[src/rtl/hnm_pkg.sv]
// Package for the Hamming nearest-match block: command codes and field widths.
// Used by every module of the block; no dependencies.
package hnm_pkg;
	localparam logic [1:0] CMD_CLEAR = 2'd0;
	localparam logic [1:0] CMD_LOAD  = 2'd1;
	localparam logic [1:0] CMD_QUERY = 2'd2;
	localparam int DIST_W = 9;
	localparam int CONF_W = 17;
	localparam int CNT_W  = 16;
endpackage

[src/rtl/hnm_div.sv]
// Restoring divider for the confidence value: floor((diff << 16) / divisor).
// One quotient bit per cycle. Depends on hnm_pkg.
module hnm_div
	import hnm_pkg::*;
(
	input  logic              clk,
	input  logic              arst_n,
	input  logic              start,
	input  logic [DIST_W-1:0] diff,
	input  logic [DIST_W-1:0] divisor,
	output logic              done,
	output logic [CONF_W-1:0] quot
);
	logic [DIST_W+16:0] num_q;
	logic [DIST_W:0]    rem_q;
	logic [DIST_W-1:0]  dvs_q;
	logic [4:0]         cnt_q;
	logic               busy_q;
	logic [DIST_W+1:0]  trial;
	logic [DIST_W+1:0]  shifted;

	assign shifted = {rem_q, num_q[DIST_W+16]};
	assign trial   = shifted - {2'b0, dvs_q};
	assign quot    = num_q[CONF_W-1:0];

	always_ff @(posedge clk or negedge arst_n) begin
		if (!arst_n) begin
			busy_q <= 1'b0;
			done   <= 1'b0;
			cnt_q  <= '0;
		end else begin
			done <= 1'b0;
			if (start) begin
				busy_q <= 1'b1;
				cnt_q  <= 5'd0;
			end else if (busy_q) begin
				cnt_q <= cnt_q + 5'd1;
				if (cnt_q == 5'(DIST_W + 16)) begin
					busy_q <= 1'b0;
					done   <= 1'b1;
				end
			end
		end
	end

	always_ff @(posedge clk) begin
		if (start) begin
			num_q <= {1'b0, diff, 16'b0};
			rem_q <= '0;
			dvs_q <= divisor;
		end else if (busy_q) begin
			if (!trial[DIST_W+1]) begin
				rem_q <= trial[DIST_W:0];
				num_q <= {num_q[DIST_W+15:0], 1'b1};
			end else begin
				rem_q <= shifted[DIST_W:0];
				num_q <= {num_q[DIST_W+15:0], 1'b0};
			end
		end
	end
endmodule

[config.mk]
export PLATFORM = sky130hd
export DESIGN_NAME = hnm_div
export DESIGN_NICKNAME = d
export VERILOG_FILES = /design/src/rtl/hnm_pkg.sv /design/src/rtl/hnm_div.sv
export SDC_FILE = /design/constraint.sdc
export NUM_CORES = 1
export LEC_CHECK = 0
export BUFFER_PORTS_ARGS = -buffer_cell sky130_fd_sc_hd__clkbuf_2
export CORE_UTILIZATION = 50
export CTS_CLUSTER_DIAMETER = 100
export DETAILED_ROUTE_END_ITERATION = 10
export PLACE_DENSITY = 0.68
export REMOVE_ABC_BUFFERS = 1
export SLEW_MARGIN = 20
export SYNTH_ARGS = -nofsm -noshare
export SYNTH_HDL_FRONTEND = slang
export SYNTH_SLANG_ARGS = --single-unit
[constraint.sdc]
create_clock -name clk -period 3.77 [get_ports clk]
set_clock_uncertainty 0.15 [all_clocks]
set_input_delay 0.377 -clock clk [delete_from_list [all_inputs] [get_ports clk]]
set_output_delay 0.377 -clock clk [all_outputs]
set_load 0.02 [all_outputs]
==> run summary <==
CLOCK NETWORK
------------------------------------------------------------------------------
Clk Latency, worst-skew pair                                            310 ps
Total clock sinks                                                           52
Post-cts gate resize count                                                   0
Maximum buffer depth of the clock tree                                       2
H-tree depth                                                                 2
Clk root buf                                                          clkbuf_8
Clock tree from TritonCTS                                                  yes
Clock transition at path regs                                           100 ps
Total CTS buffers                                                            5

POWER AND IR DROP
------------------------------------------------------------------------------
PD cells                                                            496 nW/µm²
Max VDD drop                                                        0.000233 V
Overall power of the completed layout                                  1410 µW
LEAKAGE                                                             0.00133 µW

TIMING
------------------------------------------------------------------------------
Final Hold Vio Count                                                         0
Setup repair after global routing missed its margin                         no
Count of final max-slew check failures                                       0
Max-Slew Margin vs Limit                                                 55.2%
Hold WS                                                                85.7 ps
Period utilisation layout                                                71.4%
Total Negative Setup Slacks                                               0 ps
Actual slew at the worst max-slew pin                                   671 ps
Post-route minimum period                                              2690 ps
Worst Setup Slack, final                                               1080 ps
F_max                                                                  371 MHz
Setup violation total in the final timing report                             0

FLOORPLAN
------------------------------------------------------------------------------
Die extent in y                                                        74.6 µm
Die Footprint                                                         5570 µm²
I/O pins                                                                    39
Total core area                                                       5110 µm²
Die outline width                                                      74.6 µm
Number of core rows                                                         26
Initial cell density of the core                                         51.6%

YOSYS
------------------------------------------------------------------------------
Post-synthesis xor/xnor area fraction                                    4.70%
Synth Flop Type                                                        dfxtp_1
Largest family of logic cells by synthesized area                 simple AND/OR/NAND/NOR gates
Part of the Yosys area used for sequential elements                      47.7%
Count of synthesis-stage warnings from yosys                                 0
Post-synth EDFFs                                                            18
Synth async-reset ratio                                                  13.5%
Fraction of the mapped netlist area in simple logic gates                12.9%
Seq cells post-synth                                                        52
Synthesized-area fraction occupied by adder cells                        5.98%
Multiplexer share of the synthesized area                                8.35%
Gate Count Post-Synth                                                      252
Count of cell types in the netlist                                          48
Share of the synthesized area in compound gates (AO/OA/AOI/OAI)          11.3%
Cell area after synthesis                                             2640 µm²
Post-Syn Area per Cell                                                10.5 µm²

WORST SETUP PATH
------------------------------------------------------------------------------
Class of the most critical setup path                             flip-flop to flip-flop
Worst path arrival time                                                2740 ps
Maximum fanout along the worst path                                         16
Type of element launching the critical path                          flip-flop
CP Capture Type                                                      flip-flop
Crit path required time                                                3820 ps
Worst R2R Path Depth                                                         9

GRT
------------------------------------------------------------------------------
GRT Overall Usage                                                        16.9%
GR Overflow Total                                                            0
Maximum number of pins on one net before global-route repair                36
Initial antenna violation count                                              0
Vias in the first global route                                            1588
Global-route wire length before repair                                 7.11 mm

ROUTE
------------------------------------------------------------------------------
Vias/cell                                                                 5.09
Total via count in the routed design                                      1737
1st-iter DRT viols                                                          74
Routed Antenna Nets                                                          0
Routed wire length                                                     4.22 mm
Average routed wire per standard cell                                  12.4 µm
Post-route DRC violation count                                               0
Drt pass-1 iters                                                             4

LAYOUT
------------------------------------------------------------------------------
Diodes inserted                                                              0
Syn-to-layout area delta                                                 7.78%
Fraction of layout cells with a size suffix above 1                      19.9%
Number of nets in the layout                                               303
Final Core Density                                                       55.6%

MIN PATH
------------------------------------------------------------------------------
Kind of path behind the tightest hold check                       input port to flip-flop
Number of cells traversed by the worst hold path                             1

JOB
------------------------------------------------------------------------------
Max Cap Viol                                                                 0

RUN STATUS
------------------------------------------------------------------------------
Result of the run                                                 finished, final reports clean

PLACEMENT
------------------------------------------------------------------------------
Post-detailed-placement half-perimeter wirelength                      2.83 mm
Final RePlAce weighted congestion                                        0.796
Post-placement worst setup slack                                       1070 ps
Number of buffer cells added on primary ports                               38

cells in the final DEF, fill, tap and decap left out, types with 2 or more instances in the layout:
cell type,count
o311ai_1,2
mux2i_1,22
clkbuf_8,5
dfrtp_1,6
a21oi_1,8
nor2_1,30
or3_1,3
xnor2_1,6
edfxtp_1,18
a22o_1,6
nand3b_1,2
o21ai_0,4
xor2_1,5
nand3_1,3
buf_4,2
nand2_1,13
inv_1,14
a211oi_1,6
nand4_1,2
o211ai_1,3
dfxtp_1,27
nor3b_1,3
clkbuf_2,38
ha_1,11
nand2b_1,6
final timing paths:
path                             from   endpoint  slack, ps
max reg2reg                 num_q[25]   rem_q[1]       1080
min in group asynchronous      arst_n   cnt_q[1]        270
max                         num_q[25]   rem_q[1]       1080
min                        divisor[1]   dvs_q[1]         90
max in group asynchronous      arst_n     busy_q       3020
min reg2reg                 num_q[24]  num_q[25]        350
cells by family (layout without fill, tap and decap cells):
| group | count (synthesis) | in the layout |
|---|---|---|
| AO/OA/AOI/OAI | 40 | 40 |
| adder cells (fa/ha/maj) | 12 | 12 |
| XOR/XNOR | 12 | 12 |
| flip-flops | 52 | 52 |
| multiplexers | 22 | 22 |
| AND/OR/NAND/NOR | 70 | 70 |
| buffers and inverters | 44 | 63 |
metrics by stage:
step / cells / cell area (µm²)
global placement: 332 / 2740
CTS: 341 / 2840
finish: 341 / 2840
global route: 341 / 2840
floorplan: 222 / 2450
detailed placement: 332 / 2740
registers in the layout, indices dropped and copies added (netlist names):
register	cells
done	1
cnt_q	5
num_q	26
busy_q	1
rem_q	10
dvs_q	9
power breakdown:
part | internal [µW] | switching (µW)
clock | 133 | 190
combinational | 194 | 217
sequential | 638 | 37.0
total | 965 | 444
timing repair:
item / 4_1_cts / 5_1_grt
buffers inserted: 0 / 0
hold buffers: 1 / 0
endpoints found under the hold margin: 7 / 0
worst max-delay path, stage by stage, from the launching register on:
cell and delay (ps):
dfxtp_1 360, inv_1 50, ha_1 210, fa_1 400, nand2b_1 190, a21oi_2 200
a21oi_4 100, xnor2_4 450, nor3_1 90, or3_1 370
layer usage:
layer	track usage, %	wire [µm]	vias up
met3	4.95	169	7
met4	6.92	65	0
li1	-	-	894
met1	22.4	2100	804
met5	0	0	-
met2	26.2	1880	32
cells in the mapped netlist (2+ instances only):
| cell | number | area share [%] |
|---|---|---|
| a211oi_1 | 6 | 1.7 |
| a21oi_1 | 8 | 1.5 |
| a22o_1 | 6 | 2.0 |
| buf_2 | 2 | 0.38 |
| buf_4 | 17 | 4.8 |
| clkbuf_1 | 9 | 1.3 |
| dfrtp_1 | 7 | 6.6 |
| dfxtp_1 | 27 | 21 |
| edfxtp_1 | 18 | 21 |
| ha_1 | 11 | 5.2 |
| inv_1 | 14 | 2.0 |
| mux2i_1 | 22 | 8.4 |
| nand2_1 | 13 | 1.9 |
| nand2b_1 | 6 | 1.4 |
| nand3_1 | 3 | 0.57 |
| nand3b_1 | 2 | 0.57 |
| nand4_1 | 2 | 0.47 |
| nor2_1 | 30 | 4.3 |
| nor3b_1 | 3 | 0.85 |
| o211ai_1 | 3 | 0.85 |
| o21ai_0 | 4 | 0.76 |
| o311ai_1 | 2 | 0.66 |
| or3_1 | 3 | 0.71 |
| xnor2_1 | 6 | 2.0 |
| xor2_1 | 5 | 1.7 |
layout make-up:
cell class                      count  area [µm²]
Inverter                           14        52.6
Clock buffer                        6        72.6
Timing Repair Buffer               41         215
Multi-Input combinational cell    156        1140
Sequential cell                    52        1260
Tap cell                           70        87.6
Fill cell                         456        2270
Clock inverter                      2        15.0
No activity file was read; power rests on OpenSTA's default activity.
